$ cat src/hw/rtl/rch_pkg.sv
package rch_pkg;

	// Default table geometry
	localparam int MAX_CHIPS_X_DEF = 8;
	localparam int MAX_CHIPS_Y_DEF = 8;
	localparam int MAX_CORES_DEF   = 16;

	// Commands, coded as the mode field of an input word
	typedef enum logic [1:0] {
		OP_START = 2'd0,
		OP_TICK  = 2'd1,
		OP_SACK  = 2'd2,
		OP_TACK  = 2'd3
	} op_t;

	// Result kinds
	localparam logic [1:0] KIND_STATUS  = 2'd0;
	localparam logic [1:0] KIND_TRACE   = 2'd1;
	localparam logic [1:0] KIND_SUMMARY = 2'd2;

	// Table entry kinds
	localparam logic [1:0] ENT_IGNORED = 2'd0;
	localparam logic [1:0] ENT_WAITING = 2'd1;
	localparam logic [1:0] ENT_HAS_ID  = 2'd2;
	localparam logic [1:0] ENT_TRACING = 2'd3;

	// Handshake phases
	localparam logic [1:0] PH_RECRUIT = 2'd0;
	localparam logic [1:0] PH_TRACE   = 2'd1;
	localparam logic [1:0] PH_DONE    = 2'd2;

	// Register indexes
	localparam logic [2:0] REG_CHIPS_ACROSS   = 3'd0;
	localparam logic [2:0] REG_CHIPS_DOWN     = 3'd1;
	localparam logic [2:0] REG_CORES_PER_CHIP = 3'd2;
	localparam logic [2:0] REG_STATUS_TRIES   = 3'd3;
	localparam logic [2:0] REG_TRACE_TRIES    = 3'd4;
	localparam logic [2:0] REG_SENDS_PER_TICK = 3'd5;

	// Register reset values
	localparam logic [3:0] RST_CHIPS_ACROSS   = 4'd8;
	localparam logic [3:0] RST_CHIPS_DOWN     = 4'd8;
	localparam logic [4:0] RST_CORES_PER_CHIP = 5'd16;
	localparam logic [5:0] RST_STATUS_TRIES   = 6'd11;
	localparam logic [5:0] RST_TRACE_TRIES    = 6'd35;
	localparam logic [5:0] RST_SENDS_PER_TICK = 6'd51;

	localparam logic [5:0] SEND_CAP = 6'd51;
	localparam logic [9:0] ID_MAX   = 10'd1023;

	typedef struct packed {
		logic [1:0] mode;
		logic [2:0] src_x;
		logic [2:0] src_y;
		logic [3:0] src_core;
	} in_word_t;

	typedef struct packed {
		logic [1:0] kind;
		logic [2:0] dest_x;
		logic [2:0] dest_y;
		logic [3:0] dest_core;
		logic [9:0] node_id;
		logic [9:0] node_total;
		logic [1:0] phase;
		logic       last;
	} out_word_t;

	typedef struct packed {
		logic [3:0] chips_across;
		logic [3:0] chips_down;
		logic [4:0] cores_per_chip;
		logic [5:0] status_tries;
		logic [5:0] trace_tries;
		logic [5:0] sends_per_tick;
	} cfg_t;

	// Region counts after limiting to the table geometry
	typedef struct packed {
		logic [3:0] nx;
		logic [3:0] ny;
		logic [4:0] nc;
	} region_t;

	typedef struct packed {
		op_t        op;
		logic [2:0] x;
		logic [2:0] y;
		logic [3:0] c;
	} cmd_t;

	typedef struct packed {
		logic [1:0] kind;
		logic [5:0] tries;
		logic [9:0] id;
	} entry_t;

	typedef struct packed {
		logic       busy;
		logic       armed;
		logic [1:0] phase;
	} status_t;

endpackage

$ cat src/hw/rtl/rch_front.sv
module rch_front import rch_pkg::*; (
	input  logic     clk,
	input  logic     arst_n,
	input  logic     in_valid,
	output logic     in_stall,
	input  in_word_t in_word,
	input  region_t  region,
	output logic     q_valid,
	output cmd_t     q_cmd,
	input  logic     q_pop
);

	localparam int QD = 2;

	cmd_t       slots_q [QD];
	logic       wr_q;
	logic       rd_q;
	logic [1:0] cnt_q;

	cmd_t dec;
	logic in_region;
	logic keep;
	logic push;

	always_comb begin
		dec.x = in_word.src_x;
		dec.y = in_word.src_y;
		dec.c = in_word.src_core;
		unique case (in_word.mode)
			OP_START: dec.op = OP_START;
			OP_TICK:  dec.op = OP_TICK;
			OP_SACK:  dec.op = OP_SACK;
			OP_TACK:  dec.op = OP_TACK;
			default:  dec.op = OP_TICK;
		endcase
		in_region = ({1'b0, in_word.src_x} < region.nx) &&
			({1'b0, in_word.src_y} < region.ny) &&
			({1'b0, in_word.src_core} < region.nc);
		// drop acks from nodes outside the region here
		keep = (dec.op == OP_START) || (dec.op == OP_TICK) || in_region;
	end

	assign in_stall = (cnt_q == 2'(QD));
	assign push     = in_valid && !in_stall && keep;
	assign q_valid  = (cnt_q != 2'd0);
	assign q_cmd    = slots_q[rd_q];

	always_ff @(posedge clk) begin
		if (push) slots_q[wr_q] <= dec;
	end

	always_ff @(posedge clk or negedge arst_n) begin
		if (!arst_n) begin
			wr_q  <= 1'b0;
			rd_q  <= 1'b0;
			cnt_q <= 2'd0;
		end else begin
			if (push) wr_q <= !wr_q;
			if (q_pop) rd_q <= !rd_q;
			case ({push, q_pop})
				2'b10:   cnt_q <= cnt_q + 2'd1;
				2'b01:   cnt_q <= cnt_q - 2'd1;
				default: cnt_q <= cnt_q;
			endcase
		end
	end

endmodule

$ cat config.mk
export PLATFORM = sky130hd
export DESIGN_NAME = rch_front
export DESIGN_NICKNAME = d
export VERILOG_FILES = /design/src/hw/rtl/rch_pkg.sv /design/src/hw/rtl/rch_front.sv
export SDC_FILE = /design/constraint.sdc
export NUM_CORES = 1
export LEC_CHECK = 0
export ABC_AREA = 1
export ABC_CLOCK_PERIOD_IN_PS = 3100
export CORE_MARGIN = 2
export CORE_UTILIZATION = 55
export DETAILED_ROUTE_END_ITERATION = 12
export DONT_BUFFER_PORTS = 1
export PLACE_DENSITY = 0.7
export REMOVE_ABC_BUFFERS = 1
export SKIP_LAST_GASP = 1
export SLEW_MARGIN = 20
export SYNTH_ARGS = -nofsm -noshare
export SYNTH_HDL_FRONTEND = slang
export SYNTH_SLANG_ARGS = --single-unit
$ cat constraint.sdc
create_clock -name clk -period 3.1 [get_ports clk]
set_input_delay 0.62 -clock clk [delete_from_list [all_inputs] [get_ports clk]]
set_output_delay 0.62 -clock clk [all_outputs]
set_load 0.05 [all_outputs]
Word level (Yosys, flattened, before mapping)
Memories as Yosys holds them, arrays and structs flattened.
Index checks and enable logic that the tools add are counted.
{"block": "word_totals", "register_bits": 4, "ram_bits": 24, "input_bits": 29, "out_inout_bits": 14, "memories": 1}
{"name": "slots_q", "words": 2, "width": 12, "read_ports": 1, "rd_clocked_by_memory_dff": 0, "wr": 1, "line_no": "rch_front.sv:15", "rtl": "cmd_t slots_q [QD];"}
{"block": "classes", "addsub": 2, "order_cmp": 3, "eq_ne": 7, "n_mux": 4, "reduce_logical": 13}
{"operator": "$eq 2x2->1 const B", "n": 4}
{"operator": "$lt 3x4->1", "n": 2}
{"operator": "$pmux 2 s4", "n": 1}
{"operator": "$eq 2x1->1 const B", "n": 3}
{"operator": "$lt 4x5->1", "n": 1}
{"operator": "$logic_and 1x1->1", "n": 4}
{"operator": "$logic_not 2->1", "n": 2}
{"operator": "$pmux 2 s2", "n": 1}
{"operator": "$reduce_bool 2->1", "n": 2}
{"operator": "$logic_not 1->1", "n": 3}
{"operator": "$add 2x1->2 const B", "n": 1}
{"operator": "$logic_or 1x1->1", "n": 2}
{"operator": "$mux 1", "n": 2}
{"operator": "$sub 2x1->2 const B", "n": 1}

Depth between registers and ports, before layout
Gate-level depths: netlist (run 1).
{"block": "logic_depth", "depth_word": 8, "depth_mapped": 14, "mapped_depth_nobuf": 14}

Least setup slack after synthesis (run 1)
OpenSTA, ideal clock, no wires.
{"block": "synth_timing", "path_kind": "input to register", "startpoint": "input port region[2] (netlist bit)", "endpoint": "memory slots_q[1][0] (netlist bit), enable pin", "setup_time_ps": 380, "arrival_ps": 1938, "slack_ps": 781, "cell_stages": 11, "path_cell_list": "inv_1 > ha_1 > nand2_1 > inv_1 > nand2_1 > nand2_1 > nand2_1 > nand2_2 > o21ai_2 > nand2_2 > nor2_1"}
{"block": "synth_via", "elab_chain_cells": 6}
{"item": "start: declaration", "line_no": "rch_front.sv:7", "rtl": "input region_t region,"}
{"item": "$lt 4x5->1", "line_no": "rch_front.sv:38", "rtl": "({1'b0, in_word.src_core} < region.nc);"}
{"item": "$logic_and 1x1->1", "line_no": "rch_front.sv:37", "rtl": "({1'b0, in_word.src_y} < region.ny) &&"}
{"item": "$logic_or 1x1->1", "line_no": "rch_front.sv:40", "rtl": "keep = (dec.op == OP_START) || (dec.op == OP_TICK) || in_region;"}
{"item": "$logic_and 1x1->1", "line_no": "rch_front.sv:44", "rtl": "assign push = in_valid && !in_stall && keep;"}
{"item": "$mux 1", "line_no": "rch_front.sv:49", "rtl": "if (push) slots_q[wr_q] <= dec;"}
{"item": "$mux 1 (not written as such)", "line_no": "rch_front.sv:49"}
{"item": "end: declaration", "line_no": "rch_front.sv:15"}
Every way passes these cells.

==> results of run 1 <==
registers in the layout, indices dropped and copies added (netlist names):
name,flops
wr_q,1
slots_q,24
rd_q,1
cnt_q,2
logic make-up after synthesis:
group	Yosys count	share of synthesized area (%)
AOI/OAI and AO/OA	4	1.78
xor gates and xnor gates	3	1.96
adders and majority gates	8	7.48
buffers and inverters	26	7.58
DFF	28	61.4
muxes	12	10.1
and+or+nand+nor	31	9.73
power by group through the flow:
stage / logic (mW) / registers, mW / clock network, mW
finish: 0.501 / 0.558 / 0.167
CTS: 0.508 / 0.561 / 0.173
global placement: 0.500 / 0.566 / 0
global route: 0.530 / 0.571 / 0.191
detailed placement: 0.504 / 0.570 / 0
floorplan: 0.453 / 0.552 / 0
through the flow:
stage | hold slack (ps) | worst slack, ps | instance area, um^2
CTS | 363 | 811 | 1420
detailed placement | 325 | 825 | 1370
finish | 374 | 854 | 1420
floorplan | 324 | 781 | 1320
global placement | 325 | 857 | 1370
global route | 336 | 732 | 1420
cells in the final DEF (no fill, tap or decap):
cell type       n
edfxtp_1       24
clkbuf_4        3
nor2_2          1
nand2_2         3
o21ai_2         1
clkbuf_8        1
xor2_1          2
a21oi_1         2
inv_1          19
o21ai_1         1
xnor2_1         1
buf_4           2
inv_2           2
nor2_1          7
dfrtp_1         4
mux2_1         12
nand2_1        18
ha_1            8
nand3_1         1
dlygate4sd3_1   1
or2_1           1
clkinv_1        2
synthesized netlist by cell type (all sizes together):
cell type,n
dfrtp,4
inv,21
mux2,12
or2,1
a21oi,2
clkinv,2
nand3,1
nand2,21
xnor2,1
buf,1
xor2,2
o21ai,2
nor2,8
clkbuf,2
ha,8
edfxtp,24
cell type report:
class	instances	area [um^2]	share of cell area, %
clock buffer	4	36.3	2.56
inverter	23	86.3	6.08
multi-input combinational	58	415	29.3
sequential	28	821	57.8
tap	28	35.0	2.47
timing repair buffer	3	25.0	1.76
routing by layer:
metal | GRT usage [%] | up-vias
li1 | - | 366
met1 | 18.9 | 329
met2 | 25.3 | 26
met3 | 4.80 | 2
met4 | 5.13 | 0
met5 | 0 | -
worst min path at each step:
| stage | end | slack, ps |
|---|---|---|
| floorplan | cnt_q[0] | 320 |
| global placement | rd_q | 320 |
| detailed placement | rd_q | 320 |
| CTS | rd_q | 360 |
| global route | rd_q | 340 |
| finish | rd_q | 370 |
what timing repair did:
item                                   4_1_cts  5_1_grt
hold buffers                                 1        0
setup buffers                                0        0
endpoints found under the hold margin        4        0
==> impl_metrics.py, run 1 <==
metrics = {
    "synth": {
        "synth_top_area_cell": "edfxtp_1",
        "synthDistinctLibCells": 20,
        "synthTopCellsByArea": "edfxtp_1, mux2_1, dfrtp_1",
        "ys_seq_elements": 28,
        "ys_warn_count": 0,
        "synth.cell_area_mm2": 0.00134,
        "synth_cells": 112,
        "ys_seq_area_share_pct": 61.4,
        "synth_top_area_share_pct": 53.9,
        "synth_area_per_cell_um2": 11.9,
    },
    "sta": {
        "relSlewSlack_pct": 63.2,
        "finalHoldViolCount": 0,
        "worst_slew_pin_slew_ps": 552,
        "grt_setup_unrepaired": "false",
        "finalMaxSlewViolations": 0,
        "fin_worst_skew_ps": 8.27,
        "fin_setup_tns_ps": 0,
        "timing.final.crit_share_pct": 72.5,
        "setup_viol": 0,
        "period_needed_ps": 2250,
        "max_freq_mhz": 445,
    },
    "clocking": {
        "clk-insertion-delay-late_ps": 310,
        "cts_made_buffers": 3,
        "clockBufferDepth": 2,
        "cts_resized": 0,
        "clockRootBuffer": "clkbuf_4",
        "h-tree-depth": 1,
        "cts_tree": "built",
        "clkTransAtPathRegs_ps": 140,
        "cts.sinks": 28,
    },
    "floorplanning": {
        "die_w_um": 53.3,
        "initial_core_util_pct": 59.3,
        "core_mm2": 0.00225,
        "die_area_mm2": 0.00284,
        "dieHeight_um": 53.3,
        "num_io_pins": 43,
        "rows": 17,
    },
    "worst_setup_path": {
        "crit_path_end_kind": "output port",
        "critPathMaxFanout": 13,
        "worst-setup-path-type": "reg -> out",
        "cp_top_family": "flip-flops",
        "r2r_slack_ps": 1330,
        "crit_start": "rd_q",
        "r2r.worst_path.cells": 6,
        "rr_startpoint": "cnt_q[1]",
        "cp.depth": 1,
        "path_cells": "mux2_1",
        "crit_slowest_cell": "dfrtp_1",
        "critPathBufInv": 0,
        "cp-start-kind": "flip-flop",
        "setup.worst_path.end": "q_cmd[11]",
        "r2r_end": "slots_q[0][1]",
        "arrival_ps": 1630,
        "slowest_delay_ps": 720,
        "required_ps": 2480,
    },
    "global_route": {
        "first_global_vias": 686,
        "antenna_found_initial": 0,
        "grt-ovfl-total": 0,
        "grt_max_degree": 16,
        "grt_pass1_wl_mm": 3.04,
        "grt_usage_pct": 15.3,
    },
    "power": {
        "seq_power_share_pct": 45.5,
        "p_sw_mw": 0.542,
        "p_int_mw": 0.684,
        "peakVddDrop_mv": 0.555,
        "comb_power_share_pct": 40.8,
        "switching_share_pct": 44.2,
        "power_per_cell_area_mw_per_mm2": 864,
        "p_leak_nw": 0.621,
        "finalPower_mw": 1.23,
        "p_clk_share_pct": 13.7,
    },
    "worst_hold_path": {
        "worst_hold_path_type": "in -> reg",
        "hp-start": "q_pop",
        "worstHoldPathCells": 1,
    },
    "detailed_routing": {
        "post_drt_wl_per_cell_um": 13.6,
        "drt_iter0_markers": 5,
        "wl_met2_um": 970,
        "drc_errors": 0,
        "viasPerCell": 5.02,
        "ant_nets": 0,
        "dr.pass1.iters": 6,
        "wl_met3_um": 214,
        "vias": 723,
        "dr.max_layer_used": "met4",
        "m1WireLength_um": 762,
        "totalWireLength_mm": 1.96,
    },
    "final_layout": {
        "post-route-util_pct": 62.9,
        "drive_gt1_share_pct": 11.2,
        "area_growth_pct": 6.08,
        "final_nets": 154,
        "fillers": 186,
        "fin_cells": 144,
        "insertedDiodeCount": 0,
    },
    "flow_run": {
        "maxCapViolCount": 0,
    },
    "placed_design": {
        "post-place-cells": 139,
        "hpwl_mm": 1.53,
        "place.gp.congestion": 0.698,
        "numPortBuffers": 0,
    },
    "status": {
        "status": "finished, final reports clean",
    },
}
No activity file was read; power rests on OpenSTA's default activity.
==> inputs of run 2 (changes only) <==
--- a/config.mk
+++ b/config.mk
@@ -6,12 +6,12 @@
 export NUM_CORES = 1
 export LEC_CHECK = 0
 export ABC_AREA = 1
-export ABC_CLOCK_PERIOD_IN_PS = 3100
+export ABC_CLOCK_PERIOD_IN_PS = 2000
 export CORE_MARGIN = 2
 export CORE_UTILIZATION = 55
 export DETAILED_ROUTE_END_ITERATION = 12
 export DONT_BUFFER_PORTS = 1
-export PLACE_DENSITY = 0.7
+export PLACE_DENSITY = 0.73
 export REMOVE_ABC_BUFFERS = 1
 export SKIP_LAST_GASP = 1
 export SLEW_MARGIN = 20
==> constraint.sdc (replaced) <==
create_clock -name clk -period 2 [get_ports clk]
set_input_delay 0.4 -clock clk [delete_from_list [all_inputs] [get_ports clk]]
set_output_delay 0.4 -clock clk [all_outputs]
set_load 0.05 [all_outputs]
==> run 2 against run 1 <==
Worst hold slack worse by 220 ps. Sequential power is 57% higher. Combinational power is 63% higher. Clock-buffer cell count is 1 lower. Setup slack worse by 730 ps. Sequential share of layout area is 0.77 points lower. Critical path type unchanged. Largest power group unchanged.
==> impl_metrics.py, run 2 (synthesis gave the netlist of run 1 again) <==
metrics = {
    "final_layout": {
        "layout_common_cells": "edfxtp_1, inv_1, nand2_1, mux2_1, ha_1",
        "largest_reg_flops": 24,
        "post-route-util_pct": 63.9,
        "drive_gt1_share_pct": 14.2,
        "final_common_cell": "edfxtp_1",
        "top_regs": "slots_q x24, cnt_q x2",
        "final_nets": 158,
        "largest-register": "slots_q",
        "insertedDiodeCount": 0,
        "area_growth_pct": 7.67,
    },
    "sta": {
        "grt_setup_unrepaired": "false",
        "relSlewSlack_pct": 68.6,
        "finalHoldViolCount": 0,
        "finalMaxSlewViolations": 0,
        "max_freq_mhz": 532,
        "timing.final.crit_share_pct": 94.0,
        "fin_worst_skew_ps": 2.16,
        "period_needed_ps": 1880,
        "finalWorstSetupSlack_ps": 120,
        "setup_viol": 0,
        "worst_slew_pin_slew_ps": 472,
    },
    "detailed_routing": {
        "drc_errors": 0,
        "dr.pass1.iters": 4,
        "totalWireLength_mm": 2.14,
        "vias": 764,
        "ant_nets": 0,
        "post_drt_wl_per_cell_um": 14.5,
        "viasPerCell": 5.16,
        "drt_iter0_markers": 10,
    },
    "power": {
        "p_leak_nw": 0.635,
        "finalPower_mw": 1.91,
        "peakVddDrop_mv": 0.679,
        "power_per_cell_area_mw_per_mm2": 1330,
    },
    "global_route": {
        "grt_max_degree": 16,
        "met2_usage_pct": 34.2,
        "grt-ovfl-total": 0,
        "top_usage_layer": "met2",
        "globalRouteMet1Util_pct": 17.4,
        "grt_usage_pct": 17.3,
        "grt_pass1_wl_mm": 3.46,
        "first_global_vias": 805,
        "antenna_found_initial": 0,
        "met3_usage_pct": 3.95,
    },
    "worst_setup_path": {
        "r2r_end": "cnt_q[1]",
        "rr_startpoint": "cnt_q[1]",
        "critPathMaxFanout": 13,
        "critPathBufInv": 0,
        "worst-setup-path-type": "reg -> out",
        "crit_path_end_kind": "output port",
        "cp_top_family": "flip-flops",
        "crit_slowest_cell": "dfrtp_2",
        "arrival_ps": 1480,
        "r2r_slack_ps": 440,
        "slowest_delay_ps": 590,
        "r2r.worst_path.cells": 8,
        "path_cells": "mux2_1",
        "cp-start-kind": "flip-flop",
        "required_ps": 1600,
    },
    "worst_hold_path": {
        "min_to": "rd_q",
        "worst_hold_path_type": "in -> reg",
        "hp-start": "q_pop",
        "worstHoldPathCells": 1,
    },
    "floorplanning": {
        "die_area_mm2": 0.00284,
        "dieHeight_um": 53.3,
        "core_mm2": 0.00225,
        "die_w_um": 53.3,
        "initial_core_util_pct": 59.3,
        "rows": 17,
        "num_io_pins": 43,
    },
    "clocking": {
        "h-tree-depth": 1,
        "cts_made_buffers": 3,
        "clkTransAtPathRegs_ps": 140,
        "clk-insertion-delay-late_ps": 310,
        "clockBufferDepth": 2,
        "cts.sinks": 28,
        "clockRootBuffer": "clkbuf_4",
        "cts_tree": "built",
    },
    "placed_design": {
        "place.gp.congestion": 0.715,
        "pre_cts_ws_ps": -38.9,
        "numPortBuffers": 0,
    },
    "flow_run": {
        "maxCapViolCount": 0,
    },
    "status": {
        "status": "finished, final reports clean",
    },
}
## run 2: metrics by stage
stage	hold slack (ps)	std cells	setup TNS, ps	area (um^2)
6_report	149	148	0	1440
5_1_grt	132	148	0	1440
4_1_cts	141	148	0	1440
3_5_place_dp	104	143	-282	1400
3_3_place_gp	105	143	0	1400
2_1_floorplan	104	109	-1240	1320
## run 2: routing by layer
| metal | wire length (um) | vias up |
|---|---|---|
| met5 | 0 | - |
| met4 | 30 | 0 |
| met3 | 167 | 4 |
| met2 | 1150 | 26 |
| met1 | 794 | 357 |
| li1 | - | 377 |
## run 2: power breakdown
group,internal (mW),total (mW),switching [mW]
combinational,0.200,0.815,0.614
sequential,0.778,0.875,0.0972
clock,0.0728,0.222,0.149
## run 2: layout make-up
type,count,area [um^2]
clock buffer,3,22.5
clock inverter,1,3.75
fill,206,815
inverter,23,86.3
multi-input combinational,58,415
sequential,28,822
tap,28,35.0
timing repair buffer,7,55.1
## run 2: worst max path at each step
stage / from / endpoint / slack [ps] / cells past startpoint
finish: rd_q / q_cmd[9] / 120 / 1
global route: rd_q / q_cmd[9] / 60 / 1
CTS: rd_q / q_cmd[9] / 100 / 1
detailed placement: region[2] / cnt_q[1] / -40 / 14
global placement: region[2] / cnt_q[1] / 30 / 12
floorplan: region[2] / slots_q[1][0] / -100 / 11
## run 2: repair_timing
item,in CTS,in global routing
setup buffers,0,0
gates resized for setup,1,0
setup endpoints to repair,12,0
hold buffers,1,0
endpoints found under the hold margin,4,0
==> inputs of run 3 (changes only) <==
--- a/config.mk
+++ b/config.mk
@@ -5,7 +5,6 @@
 export SDC_FILE = /design/constraint.sdc
 export NUM_CORES = 1
 export LEC_CHECK = 0
-export ABC_AREA = 1
 export ABC_CLOCK_PERIOD_IN_PS = 2000
 export CORE_MARGIN = 2
 export CORE_UTILIZATION = 55
==> run 3 against run 2 <==
Sequential share of layout area down 3.8 points. Non-clock buffer count up 6. Power up 17%. Largest cell class unchanged.
==> impl_metrics.py, run 3 <==
metrics = {
    "floorplanning": {
        "num_io_pins": 43,
        "die_area_mm2": 0.00280,
        "die_w_um": 52.9,
        "rows": 17,
        "dieHeight_um": 52.9,
        "core_mm2": 0.00223,
        "initial_core_util_pct": 59.0,
    },
    "final_layout": {
        "final_nets": 139,
        "drive_gt1_share_pct": 39.6,
        "final_area_mm2": 0.00154,
        "insertedDiodeCount": 0,
        "area_growth_pct": 17.2,
        "fin_cells": 129,
        "largest-register": "slots_q",
        "top_regs": "slots_q x24, cnt_q x2",
        "layout_common_cells": "edfxtp_1, mux2_2, buf_4, inv_1, ha_1",
        "largest_reg_flops": 24,
        "final_common_cell": "edfxtp_1",
    },
    "synth": {
        "synth.cell_area_mm2": 0.00132,
        "synth_area_per_cell_um2": 15.1,
        "synth_edf_count": 24,
        "synth-compound-area-share_pct": 6.46,
        "synth-xor-area-share_pct": 2.66,
        "synthTopCellsByArea": "edfxtp_1, mux2_2, dfrtp_1",
        "synthDistinctLibCells": 25,
        "synth_flop_cell": "edfxtp_1",
        "muxShareOfSynthArea_pct": 10.3,
        "ys_seq_area_share_pct": 62.3,
        "ys_seq_elements": 28,
        "ys_warn_count": 0,
        "synth_top_area_share_pct": 54.7,
        "synth_commonest_cells": "edfxtp_1, mux2_2, ha_1",
        "synth_top_area_cell": "edfxtp_1",
        "synth_top_family_by_area": "multiplexers",
        "synth_cells": 87,
        "synthArstFlopShare_pct": 14.3,
        "synthSimpleGateAreaFrac_pct": 7.88,
        "synth-adder-area-share_pct": 7.60,
        "yosysMostFrequentCell": "edfxtp_1",
    },
    "placed_design": {
        "post-place-cells": 123,
        "hpwl_mm": 1.87,
        "numPortBuffers": 0,
        "pre_cts_ws_ps": -312,
        "place.gp.congestion": 0.729,
        "place_area_mm2": 0.00143,
    },
    "worst_setup_path": {
        "required_ps": 2260,
        "critPathMaxFanout": 2,
        "r2r_slack_ps": 310,
        "path_cells": "inv_1 > ha_4 > a2111oi_4 > nor4_2 > o21a_1 > or2_2 > ha_4 > xnor2_1 > nor2_2 > xor2_1",
        "r2r_end": "cnt_q[1]",
        "crit_path_end_kind": "flip-flop",
        "cp.depth": 10,
        "cp-start-kind": "input port",
        "slowest_delay_ps": 340,
        "worst-setup-path-type": "in -> reg",
        "rr_startpoint": "cnt_q[1]",
        "crit_slowest_cell": "a2111oi_4",
        "cp_top_family": "simple AND/OR/NAND/NOR gates",
        "arrival_ps": 2210,
        "critPathBufInv": 1,
        "crit_top_cell": "ha_4",
        "r2r.worst_path.cells": 7,
    },
    "worst_hold_path": {
        "worstHoldPathCells": 0,
        "min_to": "slots_q[0][3]",
        "worst_hold_path_type": "in -> reg",
        "hp-start": "in_word[3]",
    },
    "global_route": {
        "first_global_vias": 788,
        "grt_pass1_wl_mm": 3.63,
        "grt_max_degree": 17,
        "antenna_found_initial": 0,
        "grt-ovfl-total": 0,
        "grt_usage_pct": 18.8,
    },
    "sta": {
        "finalWorstSetupSlack_ps": 46.6,
        "max_freq_mhz": 512,
        "setup_viol": 0,
        "finalHoldViolCount": 0,
        "worst_slew_pin_slew_ps": 335,
        "relSlewSlack_pct": 77.6,
        "timing.final.crit_share_pct": 97.7,
        "fin_worst_skew_ps": 5.60,
        "hold_ws_ps": 149,
        "finalMaxSlewViolations": 0,
        "period_needed_ps": 1950,
    },
    "detailed_routing": {
        "ant_nets": 0,
        "vias": 764,
        "viasPerCell": 5.92,
        "drc_errors": 0,
        "dr.pass1.iters": 4,
        "post_drt_wl_per_cell_um": 20.1,
        "totalWireLength_mm": 2.60,
        "drt_iter0_markers": 16,
    },
    "clocking": {
        "clk-insertion-delay-late_ps": 330,
        "h-tree-depth": 1,
        "clockRootBuffer": "clkbuf_4",
        "cts.sinks": 28,
        "cts_tree": "built",
        "clockBufferDepth": 2,
        "clkTransAtPathRegs_ps": 150,
        "cts_made_buffers": 3,
    },
    "power": {
        "power_per_cell_area_mw_per_mm2": 1440,
        "p_leak_nw": 0.586,
        "peakVddDrop_mv": 0.921,
    },
    "status": {
        "status": "finished, final reports clean",
    },
    "flow_run": {
        "maxCapViolCount": 0,
    },
}
-- run 3: cell types whose count changed in the layout (fill, tap and decap cells not counted), moves of 5 or more --
| cell | before | now |
|---|---|---|
| buf_4 | 6 | 12 |
| nor2_1 | 7 | 2 |
| inv_1 | 19 | 7 |
| nand2_1 | 18 | 0 |
| mux2_1 | 12 | 0 |
| mux2_2 | 0 | 12 |
-- run 3: timing repair --
item | 4_1_cts | 5_1_grt
cloned | 0 | 0
gates resized for setup | 1 | 5
pin swaps | 0 | 4
endpoints found under the hold margin | 4 | 0
setup buffers | 0 | 1
hold buffers | 1 | 0
endpoints found under the setup margin | 12 | 1
-- run 3: cell type report --
| type | count | area (um^2) |
|---|---|---|
| Clock buffer | 3 | 22.5 |
| Clock inverter | 1 | 30.0 |
| Fill cell | 164 | 689 |
| Inverter | 7 | 26.3 |
| Multi-Input combinational cell | 49 | 508 |
| Sequential cell | 28 | 822 |
| Tap cell | 28 | 35.0 |
| Timing Repair Buffer | 13 | 100 |
-- run 3: how the worst max path moves through the flow --
stage                     startpoint            end  slack, ps
after floorplan            region[1]  slots_q[1][0]       -690
after global placement     region[1]       cnt_q[1]       -250
after detailed placement   region[1]       cnt_q[1]       -310
after CTS                  region[1]       cnt_q[1]         40
after global routing       region[1]       cnt_q[1]        -50
final                      region[1]       cnt_q[1]         50
-- run 3: power breakdown --
group | switching (mW) | internal [mW] | total, mW
Combinational | 0.653 | 0.305 | 0.958
Clock | 0.166 | 0.203 | 0.369
Sequential | 0.114 | 0.786 | 0.900
Total | 0.933 | 1.29 | 2.23
-- run 3: kinds of logic (layout without fill, tap and decap cells) --
kind of cell,Yosys count,count (layout)
flops,28,28
mux,12,12
compound gates,8,8
buf+inv,10,24
fa+ha+maj,8,8
simple gates,17,17
xor+xnor,4,4
-- run 3: layer usage --
metal / wire length [um] / GRT usage [%]
met1: 925 / 19.0
met2: 1420 / 36.9
met3: 194 / 3.67
met4: 57 / 7.69
met5: 0 / 0
-- run 3: metrics by stage --
| stage | util [%] | total power [mW] | TNS (ps) |
|---|---|---|---|
| 6_report | 69.1 | 2.23 | 0 |
| 5_1_grt | 69.1 | 2.31 | -54.8 |
| 4_1_cts | 67.1 | 2.20 | 0 |
| 3_5_place_dp | 64.2 | 1.83 | -4720 |
| 3_3_place_gp | 64.2 | 1.81 | -3840 |
| 2_1_floorplan | - | 1.65 | -16110 |
